<file path="src/loser_tree_kway_merge_core_macros.svh">
// Assertion macros for the loser tree merge core.
// Used by the top level only; no other dependencies.
`ifndef LOSER_TREE_KWAY_MERGE_CORE_MACROS_SVH
`define LOSER_TREE_KWAY_MERGE_CORE_MACROS_SVH

// same-cycle implication
`define LTKM_ASSERT_IMPLIES(label, clk, rst, ante, cons, msg) \
   label: assert property (@(posedge clk) disable iff (rst) (ante) |-> (cons)) \
      else $error(msg);

// next-cycle implication
`define LTKM_ASSERT_NEXT(label, clk, rst, ante, cons, msg) \
   label: assert property (@(posedge clk) disable iff (rst) (ante) |=> (cons)) \
      else $error(msg);

`endif

</file>
<file path="src/ltkm_pkg.sv">
// Shared types and constants of the loser tree merge core.
// No dependencies.
`timescale 1ns / 1ps
`default_nettype none

package ltkm_pkg;

   localparam int KEY_W  = 32;
   localparam int LANE_W = 4;
   localparam int CNT_W  = 5;
   localparam int OP_W   = 2;

   typedef logic [KEY_W-1:0]  key_type;
   typedef logic [LANE_W-1:0] lane_type;
   typedef logic [CNT_W-1:0]  cnt_type;
   typedef logic [OP_W-1:0]   op_type;

   localparam op_type OP_LOAD  = 2'd0;
   localparam op_type OP_BUILD = 2'd1;
   localparam op_type OP_POP   = 2'd2;

endpackage

`default_nettype wire

</file>
<file path="src/loser_tree_kway_merge_core.sv">
// Loser tree k-way merge core: lane heads in RAM, one shared key comparator
// stepped by a small sequencer. Depends on ltkm_pkg, ltkm_ram and the macro header.
// Load: written straight from idle. Build: winner read, key read and compare steps per internal node.
// Pop: one tree level per cycle through a read/read/compare pipe on the loser and key RAMs.
// Reset (synchronous): lane count 16, all lanes absent, no result pending.
`timescale 1ns / 1ps
`default_nettype none
`include "loser_tree_kway_merge_core_macros.svh"

module loser_tree_kway_merge_core
   import ltkm_pkg::*;
#(
   parameter int MAX_LANES = 16
) (
   input  wire logic     clock,
   input  wire logic     reset,
   input  wire logic     req_valid,
   output logic          req_ready,
   input  wire op_type   req_op,
   input  wire lane_type req_lane,
   input  wire key_type  req_key,
   input  wire logic     req_present,
   output logic          rsp_valid,
   input  wire logic     rsp_ready,
   output key_type       rsp_out_key,
   output lane_type      rsp_out_lane,
   output logic          rsp_out_valid,
   input  wire logic     csr_wr_en,
   input  wire cnt_type  csr_wr_data
);

   localparam int IDX_W      = $clog2(MAX_LANES);
   localparam int NW         = IDX_W + 1;
   localparam int SUM_W      = NW + 1;
   localparam int LANE_FOLDS = 8;

   localparam logic [2:0] ST_IDLE    = 3'd0;
   localparam logic [2:0] ST_BLD_RD  = 3'd1;
   localparam logic [2:0] ST_BLD_KEY = 3'd2;
   localparam logic [2:0] ST_BLD_CMP = 3'd3;
   localparam logic [2:0] ST_POP     = 3'd4;
   localparam logic [2:0] ST_DONE    = 3'd5;

   // control state
   logic [2:0]           state_ff, state_in;
   cnt_type              num_lanes_ff, num_lanes_in;
   logic [MAX_LANES-1:0] pres_ff, pres_in;
   logic [MAX_LANES-1:0] loser_vld_ff, loser_vld_in;
   logic [IDX_W-1:0]     win_lane_ff, win_lane_in;
   logic                 k_vld_ff, k_vld_in;
   logic                 c_vld_ff, c_vld_in;
   logic                 rsp_valid_ff, rsp_valid_in;

   // payload state
   logic [IDX_W-1:0] m_ff, m_in;
   logic [IDX_W-1:0] k_m_ff, k_m_in;
   logic             k_lv_ff, k_lv_in;
   logic [IDX_W-1:0] c_m_ff, c_m_in;
   logic [IDX_W-1:0] c_l_ff, c_l_in;
   logic [IDX_W-1:0] w_ff, w_in;
   key_type          w_key_ff, w_key_in;
   logic             w_pres_ff, w_pres_in;
   logic [IDX_W-1:0] bl_ff, bl_in;
   logic [IDX_W-1:0] br_ff, br_in;
   logic [IDX_W-1:0] pop_lane_ff, pop_lane_in;
   logic             pop_valid_ff, pop_valid_in;
   key_type          rsp_key_ff, rsp_key_in;
   lane_type         rsp_lane_ff, rsp_lane_in;
   logic             rsp_ov_ff, rsp_ov_in;

   // RAM ports
   logic             key_wr_en;
   logic [IDX_W-1:0] key_wr_addr;
   key_type          key_wr_data;
   logic             keya_rd_en, keyb_rd_en;
   logic [IDX_W-1:0] keya_rd_addr, keyb_rd_addr;
   key_type          keya_rd, keyb_rd;
   logic             win_wr_en;
   logic [IDX_W-1:0] win_wr_data;
   logic             win_rd_en;
   logic [IDX_W-1:0] wina_rd_addr, winb_rd_addr;
   logic [IDX_W-1:0] wina_rd, winb_rd;
   logic             los_wr_en;
   logic [IDX_W-1:0] los_wr_addr, los_wr_data;
   logic             los_rd_en;
   logic [IDX_W-1:0] los_rd;

   // helpers
   logic [NW-1:0]    n_lanes;
   lane_type         lane_mod;
   logic [IDX_W-1:0] lane_idx;
   logic [SUM_W-1:0] m0_sum;
   logic [IDX_W-1:0] m_start;
   logic [NW-1:0]    left_node, right_node;
   key_type          cmp_rhs;
   logic             key_lt;
   logic             bld_l_wins;
   logic [IDX_W-1:0] bld_winner, bld_loser;
   logic [IDX_W-1:0] pop_l;
   logic             pop_beats;

   always_comb begin
      if (num_lanes_ff < CNT_W'(2)) begin
         n_lanes = NW'(2);
      end else if (32'(num_lanes_ff) > MAX_LANES) begin
         n_lanes = NW'(MAX_LANES);
      end else begin
         n_lanes = NW'(num_lanes_ff);
      end
   end

   always_comb begin
      lane_mod = req_lane;
      for (int i = 0; i < LANE_FOLDS; i++) begin
         if (32'(lane_mod) >= MAX_LANES) begin
            lane_mod = lane_mod - LANE_W'(MAX_LANES);
         end
      end
   end

   assign lane_idx   = IDX_W'(lane_mod);
   assign m0_sum     = SUM_W'(n_lanes) + SUM_W'(win_lane_ff);
   assign m_start    = IDX_W'(m0_sum >> 1);
   assign left_node  = {m_ff, 1'b0};
   assign right_node = {m_ff, 1'b1};

   // one key comparator shared by build and pop replay
   assign cmp_rhs    = (state_ff == ST_BLD_CMP) ? keyb_rd : w_key_ff;
   assign key_lt     = keya_rd < cmp_rhs;

   assign bld_l_wins = pres_ff[bl_ff] && (!pres_ff[br_ff] || key_lt);
   assign bld_winner = bld_l_wins ? bl_ff : br_ff;
   assign bld_loser  = bld_l_wins ? br_ff : bl_ff;

   assign pop_l     = k_lv_ff ? los_rd : '0;
   assign pop_beats = pres_ff[c_l_ff] && (!w_pres_ff || key_lt);

   always_comb begin
      state_in     = state_ff;
      num_lanes_in = csr_wr_en ? csr_wr_data : num_lanes_ff;
      pres_in      = pres_ff;
      loser_vld_in = loser_vld_ff;
      win_lane_in  = win_lane_ff;
      k_vld_in     = 1'b0;
      c_vld_in     = 1'b0;
      rsp_valid_in = rsp_valid_ff && !rsp_ready;

      m_in         = m_ff;
      k_m_in       = k_m_ff;
      k_lv_in      = k_lv_ff;
      c_m_in       = c_m_ff;
      c_l_in       = c_l_ff;
      w_in         = w_ff;
      w_key_in     = w_key_ff;
      w_pres_in    = w_pres_ff;
      bl_in        = bl_ff;
      br_in        = br_ff;
      pop_lane_in  = pop_lane_ff;
      pop_valid_in = pop_valid_ff;
      rsp_key_in   = rsp_key_ff;
      rsp_lane_in  = rsp_lane_ff;
      rsp_ov_in    = rsp_ov_ff;

      key_wr_en    = 1'b0;
      key_wr_addr  = lane_idx;
      key_wr_data  = req_key;
      keya_rd_en   = 1'b0;
      keya_rd_addr = pop_l;
      keyb_rd_en   = 1'b0;
      keyb_rd_addr = win_lane_ff;
      win_wr_en    = 1'b0;
      win_wr_data  = bld_winner;
      win_rd_en    = 1'b0;
      wina_rd_addr = IDX_W'(left_node);
      winb_rd_addr = IDX_W'(right_node);
      los_wr_en    = 1'b0;
      los_wr_addr  = m_ff;
      los_wr_data  = bld_loser;
      los_rd_en    = 1'b0;

      unique case (state_ff)
         ST_IDLE: begin
            if (req_valid) begin
               unique case (req_op)
                  OP_LOAD: begin
                     key_wr_en         = 1'b1;
                     pres_in[lane_idx] = req_present;
                  end
                  OP_BUILD: begin
                     m_in     = IDX_W'(n_lanes - NW'(1));
                     state_in = ST_BLD_RD;
                  end
                  OP_POP: begin
                     pop_lane_in = win_lane_ff;
                     if (pres_ff[win_lane_ff]) begin
                        key_wr_en            = 1'b1;
                        key_wr_addr          = win_lane_ff;
                        keyb_rd_en           = 1'b1;
                        pres_in[win_lane_ff] = req_present;
                        w_in                 = win_lane_ff;
                        w_key_in             = req_key;
                        w_pres_in            = req_present;
                        m_in                 = m_start;
                        pop_valid_in         = 1'b1;
                        state_in             = ST_POP;
                     end else begin
                        pop_valid_in = 1'b0;
                        state_in     = ST_DONE;
                     end
                  end
                  default: begin
                  end
               endcase
            end
         end
         ST_BLD_RD: begin
            win_rd_en = 1'b1;
            state_in  = ST_BLD_KEY;
         end
         ST_BLD_KEY: begin
            bl_in        = (left_node >= n_lanes) ? IDX_W'(left_node - n_lanes) : wina_rd;
            br_in        = (right_node >= n_lanes) ? IDX_W'(right_node - n_lanes) : winb_rd;
            keya_rd_en   = 1'b1;
            keya_rd_addr = bl_in;
            keyb_rd_en   = 1'b1;
            keyb_rd_addr = br_in;
            state_in     = ST_BLD_CMP;
         end
         ST_BLD_CMP: begin
            win_wr_en          = 1'b1;
            los_wr_en          = 1'b1;
            loser_vld_in[m_ff] = 1'b1;
            if (m_ff == IDX_W'(1)) begin
               win_lane_in = bld_winner;
               state_in    = ST_IDLE;
            end else begin
               m_in     = m_ff - IDX_W'(1);
               state_in = ST_BLD_RD;
            end
         end
         ST_POP: begin
            // issue: read the stored loser of the next node up the path
            if (m_ff != '0) begin
               los_rd_en = 1'b1;
               k_vld_in  = 1'b1;
               k_m_in    = m_ff;
               k_lv_in   = loser_vld_ff[m_ff];
               m_in      = m_ff >> 1;
            end
            // fetch the loser's key
            if (k_vld_ff) begin
               keya_rd_en = 1'b1;
               c_vld_in   = 1'b1;
               c_l_in     = pop_l;
               c_m_in     = k_m_ff;
            end
            // replay the match
            if (c_vld_ff && pop_beats) begin
               los_wr_en            = 1'b1;
               los_wr_addr          = c_m_ff;
               los_wr_data          = w_ff;
               loser_vld_in[c_m_ff] = 1'b1;
               w_in                 = c_l_ff;
               w_key_in             = keya_rd;
               w_pres_in            = 1'b1;
            end
            if (m_ff == '0 && !k_vld_ff && !c_vld_ff) begin
               win_lane_in = w_ff;
               state_in    = ST_DONE;
            end
         end
         ST_DONE: begin
            if (!rsp_valid_ff || rsp_ready) begin
               rsp_valid_in = 1'b1;
               rsp_ov_in    = pop_valid_ff;
               rsp_key_in   = pop_valid_ff ? keyb_rd : '0;
               rsp_lane_in  = pop_valid_ff ? LANE_W'(pop_lane_ff) : '0;
               state_in     = ST_IDLE;
            end
         end
         default: begin
            state_in = ST_IDLE;
         end
      endcase
   end

   always_ff @(posedge clock) begin
      if (reset) begin
         state_ff     <= ST_IDLE;
         num_lanes_ff <= CNT_W'(16);
         pres_ff      <= '0;
         loser_vld_ff <= '0;
         win_lane_ff  <= '0;
         k_vld_ff     <= 1'b0;
         c_vld_ff     <= 1'b0;
         rsp_valid_ff <= 1'b0;
      end else begin
         state_ff     <= state_in;
         num_lanes_ff <= num_lanes_in;
         pres_ff      <= pres_in;
         loser_vld_ff <= loser_vld_in;
         win_lane_ff  <= win_lane_in;
         k_vld_ff     <= k_vld_in;
         c_vld_ff     <= c_vld_in;
         rsp_valid_ff <= rsp_valid_in;
      end
   end

   always_ff @(posedge clock) begin
      m_ff         <= m_in;
      k_m_ff       <= k_m_in;
      k_lv_ff      <= k_lv_in;
      c_m_ff       <= c_m_in;
      c_l_ff       <= c_l_in;
      w_ff         <= w_in;
      w_key_ff     <= w_key_in;
      w_pres_ff    <= w_pres_in;
      bl_ff        <= bl_in;
      br_ff        <= br_in;
      pop_lane_ff  <= pop_lane_in;
      pop_valid_ff <= pop_valid_in;
      rsp_key_ff   <= rsp_key_in;
      rsp_lane_ff  <= rsp_lane_in;
      rsp_ov_ff    <= rsp_ov_in;
   end

   ltkm_ram #(.WIDTH(KEY_W), .DEPTH(MAX_LANES)) u_key_a (
      .clock   (clock),
      .wr_en   (key_wr_en),
      .wr_addr (key_wr_addr),
      .wr_data (key_wr_data),
      .rd_en   (keya_rd_en),
      .rd_addr (keya_rd_addr),
      .rd_data (keya_rd)
   );

   ltkm_ram #(.WIDTH(KEY_W), .DEPTH(MAX_LANES)) u_key_b (
      .clock   (clock),
      .wr_en   (key_wr_en),
      .wr_addr (key_wr_addr),
      .wr_data (key_wr_data),
      .rd_en   (keyb_rd_en),
      .rd_addr (keyb_rd_addr),
      .rd_data (keyb_rd)
   );

   ltkm_ram #(.WIDTH(IDX_W), .DEPTH(MAX_LANES)) u_win_a (
      .clock   (clock),
      .wr_en   (win_wr_en),
      .wr_addr (m_ff),
      .wr_data (win_wr_data),
      .rd_en   (win_rd_en),
      .rd_addr (wina_rd_addr),
      .rd_data (wina_rd)
   );

   ltkm_ram #(.WIDTH(IDX_W), .DEPTH(MAX_LANES)) u_win_b (
      .clock   (clock),
      .wr_en   (win_wr_en),
      .wr_addr (m_ff),
      .wr_data (win_wr_data),
      .rd_en   (win_rd_en),
      .rd_addr (winb_rd_addr),
      .rd_data (winb_rd)
   );

   ltkm_ram #(.WIDTH(IDX_W), .DEPTH(MAX_LANES)) u_loser (
      .clock   (clock),
      .wr_en   (los_wr_en),
      .wr_addr (los_wr_addr),
      .wr_data (los_wr_data),
      .rd_en   (los_rd_en),
      .rd_addr (m_ff),
      .rd_data (los_rd)
   );

   assign req_ready     = (state_ff == ST_IDLE);
   assign rsp_valid     = rsp_valid_ff;
   assign rsp_out_key   = rsp_key_ff;
   assign rsp_out_lane  = rsp_lane_ff;
   assign rsp_out_valid = rsp_ov_ff;

   `LTKM_ASSERT_NEXT(a_pop_goes_busy, clock, reset,
                     req_valid && req_ready && (req_op == OP_POP), !req_ready,
                     "pop beat accepted but core stayed ready")
   `LTKM_ASSERT_IMPLIES(a_rsp_from_done, clock, reset, $rose(rsp_valid),
                        $past(state_ff) == ST_DONE, "result beat raised outside the done step")
   `LTKM_ASSERT_NEXT(a_no_rsp_for_nonpop, clock, reset,
                     req_valid && req_ready && (req_op != OP_POP), !$rose(rsp_valid),
                     "result beat raised for a load or build")
   `LTKM_ASSERT_IMPLIES(a_pipe_in_pop, clock, reset, k_vld_ff || c_vld_ff,
                        state_ff == ST_POP, "replay pipe active outside a pop")

endmodule

`default_nettype wire

</file>
<file path="src/ltkm_ram.sv">
// Generic RAM: one write port, one read port with registered read data.
// No dependencies.
`timescale 1ns / 1ps
`default_nettype none

module ltkm_ram #(
   parameter int WIDTH = 32,
   parameter int DEPTH = 16
) (
   input  wire logic                     clock,
   input  wire logic                     wr_en,
   input  wire logic [$clog2(DEPTH)-1:0] wr_addr,
   input  wire logic [WIDTH-1:0]         wr_data,
   input  wire logic                     rd_en,
   input  wire logic [$clog2(DEPTH)-1:0] rd_addr,
   output logic      [WIDTH-1:0]         rd_data
);

   logic [WIDTH-1:0] mem_ff [DEPTH];
   logic [WIDTH-1:0] rd_data_ff;

   always_ff @(posedge clock) begin
      if (wr_en) begin
         mem_ff[wr_addr] <= wr_data;
      end
      if (rd_en) begin
         rd_data_ff <= mem_ff[rd_addr];
      end
   end

   assign rd_data = rd_data_ff;

endmodule

`default_nettype wire

</file>
<file path="config.mk">
export PLATFORM = sky130hd
export DESIGN_NAME = loser_tree_kway_merge_core
export DESIGN_NICKNAME = d
export VERILOG_FILES = /design/src/ltkm_pkg.sv /design/src/loser_tree_kway_merge_core.sv /design/src/ltkm_ram.sv
export VERILOG_INCLUDE_DIRS = /design/src /design/src/src
export SDC_FILE = /design/constraint.sdc
export NUM_CORES = 2
export LEC_CHECK = 0
export BUFFER_PORTS_ARGS = -buffer_cell sky130_fd_sc_hd__buf_2
export CAP_MARGIN = 20
export CORE_ASPECT_RATIO = 0.7
export CORE_MARGIN = 8
export CORE_UTILIZATION = 65
export CTS_BUF_LIST = sky130_fd_sc_hd__clkbuf_4
export DETAILED_ROUTE_END_ITERATION = 6
export PLACE_DENSITY = 0.83
export SETUP_SLACK_MARGIN = 0.5
export SLEW_MARGIN = 25
export SYNTH_ARGS = -nofsm -noshare
export SYNTH_HDL_FRONTEND = slang
export SYNTH_SLANG_ARGS = --single-unit
</file>
<file path="constraint.sdc">
create_clock -name clock -period 5.85 [get_ports clock]
set_input_delay 1.17 -clock clock [delete_from_list [all_inputs] [get_ports clock]]
set_output_delay 1.17 -clock clock [all_outputs]
set_load 0.03 [all_outputs]
</file>
==> flow_summary.json <==
{
  "status": "finished, final reports clean",
  "clockRootBuffer": "clkbuf_4",
  "drcViolationCount": 0,
  "dpl_cell_area_sq_um": 41600,
  "die_area_sq_um": 70100,
  "cp.required_ps": 6510,
  "fin_area_sq_um": 44300,
  "grt_max_degree": 89,
  "power_frac_clock": 0.262,
  "setup_viol": 0,
  "power_switching_mw": 6.46,
  "clock_latency_ps": 1100,
  "yosysMostFrequentCell": "edfxtp_1",
  "clock_skew_ps": 113,
  "cts.sinks": 867,
  "syn_area_per_cell_sq_um": 15.1,
  "rsz0062_at_grt": "no",
  "h-tree-depth": 4,
  "via_count": 26900,
  "grt_overflow": 0,
  "reg2reg_slack_ps": 810,
  "arrival_ps": 5700,
  "maxCapViolCount": 0,
  "cell_internal_pwr_mw": 12.3,
  "rows": 76,
  "startpoint_type": "flop",
  "hpwl_mm": 64.0,
  "p_sw_frac": 0.344,
  "ys_warn_count": 0,
  "timing.fmax_mhz": 198,
  "r2r_cells": 13,
  "synthArstFlopShare": 0,
  "hp-start": "csr_wr_data[4]",
  "fin_crit_ps": 5040,
  "cts-buffers-inserted": 195,
  "r2r_end": "u_loser.mem_ff[10][1]",
  "p_seq_frac": 0.405,
  "fin_nets": 2910,
  "synth-seq-area-share": 0.637,
  "hp-class": "in -> reg",
  "drt_first_pass_iters": 6,
  "postCtsHoldBufs": 0,
  "finalHoldViolations": 0,
  "grt_pass1_vias": 27000,
  "pin_count": 88,
  "ir_drop_v": 0.000408,
  "setup_tns_ps": 0,
  "p_leak_nw": 15.7,
  "wl_per_cell_microns": 28.7,
  "gp_congestion": 0.924,
  "netlist_instances": 2653,
  "die_h_microns": 224,
  "worst-setup-path-type": "reg -> reg",
  "ctsResizeCount": 0,
  "synth_top_area_share": 0.613,
  "cp_max_fo": 18,
  "start_util": 0.655,
  "yosysTopAreaCell": "edfxtp_1",
  "drive_gt1_frac": 0.253,
  "finalMaxSlewViolations": 0,
  "p_per_area_nw_per_um2": 425,
  "vias_per_cell": 7.09,
  "wirelength_mm": 109,
  "die_w_microns": 313,
  "whs_path_depth": 3,
  "synth_area_leaders": "edfxtp_1 (61%), mux4_2 (10%), mux2i_1 (4.5%)",
  "ys_ff_latch": 867,
  "yosys-top-cells-count": "edfxtp_1 (820), nand2_1 (278), mux4_2 (187), mux2i_1 (182), a22oi_1 (129)",
  "final_core_util": 0.722,
  "critPathCaptureType": "flop",
  "combPwrFrac": 0.334,
  "ys_types": 64,
  "core_area_sq_um": 61300,
  "grtUsageTotal": 0.307,
  "ant_nets": 0,
  "detailedRoute.firstIterationViolations": 4661,
  "timing.rr.start": "state_ff[2]",
  "port_buffers": 87,
  "netlist_area_sq_um": 40100,
  "relSlewSlack": 0.262,
  "worst_slew_pin_slew_ps": 1100,
  "syn_nets": 2751,
  "cts_tree": "yes",
  "grt_pass1_wl_mm": 163,
  "min_to": "num_lanes_ff[4]",
  "antenna_found_initial": 9,
  "synth_edf_count": 820,
  "period_share": 0.862,
  "synthFlopType": "edfxtp_1",
  "area_growth_pct": 10.3,
  "cts_buffer_depth": 3,
  "clk_pin_slew_ps": 70
}
-- timing repair --
action / in CTS / in global routing
buffers inserted: 0 / 2
endpoints found under the setup margin: 0 / 153
endpoints found under the hold margin: 0 / 0
-- flip-flops by register name (all words and copies together) (netlist names), 32 cells and up --
name             cells
u_key_b.rd_data     32
rsp_out_key         32
u_key_a.rd_data     32
u_key_b.mem_ff     512
u_win_a.mem_ff      32
w_key_ff            32
u_loser.mem_ff      64
u_win_b.mem_ff      32
-- worst max-delay path, stage by stage (launching register included) --
cell       delay [ps]
dfxtp_1           610
nand3b_1          220
buf_12            160
buf_4             210
mux2i_1           210
ha_1              260
a21o_1            180
a21o_1            180
a211oi_1          280
o211ai_1          250
a31oi_1           520
o2111ai_2         570
o2bb2a_1          620
nor2_1            330
-- cell usage in the layout (no fill, tap or decap), types with 53 or more instances in the layout --
cell type	n
edfxtp_1	820
clkbuf_4	279
nand2_1	271
mux4_2	187
mux2i_1	181
a22oi_1	129
a21oi_1	121
buf_2	87
nor2_1	75
and3_1	66
a211oi_1	66
buf_4	53
-- area by class of cell --
type / count / area [sq um]
antenna: 7 / 17.5
multi-input combinational: 1574 / 13900
tap: 819 / 1020
timing repair buffer: 154 / 1110
fill: 3758 / 17100
inverter: 20 / 75.1
clock buffer: 279 / 2090
clock inverter: 73 / 487
sequential: 867 / 25600
-- power by group through the flow --
stage | Combinational, mW | Clock (mW) | Sequential (mW)
after global routing | 6.62 | 5.25 | 7.62
after CTS | 6.12 | 4.96 | 7.60
after global placement | 5.88 | 0 | 7.72
after floorplan | 4.46 | 0 | 7.63
final | 6.27 | 4.92 | 7.61
after detailed placement | 6.09 | 0 | 7.73
-- worst max-delay path by stage --
stage / slack, ps / from / end / cells past startpoint
6_report: 810 / state_ff[2] / u_loser.mem_ff[10][1] / 13
3_5_place_dp: 660 / state_ff[2] / u_loser.mem_ff[10][1] / 12
4_1_cts: 560 / state_ff[2] / u_loser.mem_ff[10][1] / 12
2_1_floorplan: 820 / req_op[1] / u_key_b.rd_data[0] / 6
5_1_grt: 570 / num_lanes_ff[3] / u_key_a.rd_data[5] / 14
3_3_place_gp: 640 / state_ff[2] / u_loser.mem_ff[5][2] / 11
-- logic make-up after synthesis --
kind of cell | count (synthesis) | share of synthesized area
AOI/OAI and AO/OA | 500 | 0.0880
xor gates and xnor gates | 9 | 0.00196
adders and majority gates | 49 | 0.0158
buffers and inverters | 212 | 0.0241
DFF | 867 | 0.637
muxes | 422 | 0.165
and+or+nand+nor | 594 | 0.0682
-- metal layers --
| layer | routed length (microns) | global-route usage | up-vias |
|---|---|---|---|
| li1 | - | - | 11100 |
| met1 | 39400 | 0.431 | 13000 |
| met2 | 48700 | 0.452 | 2445 |
| met3 | 17400 | 0.0947 | 328 |
| met4 | 3450 | 0.125 | 8 |
| met5 | 54 | 0 | - |
-- stage by stage --
step           hold WS, ps  power [mW]  worst slack, ps  cells
3_5_place_dp           407        13.8              657   3432
2_1_floorplan          400        12.1              824   2653
5_1_grt                288        19.5              565   3793
4_1_cts                226        18.7              559   3784
3_3_place_gp           404        13.6              643   3432
6_report               346        18.8              810   3793
(Power assumes the default switching activity.)
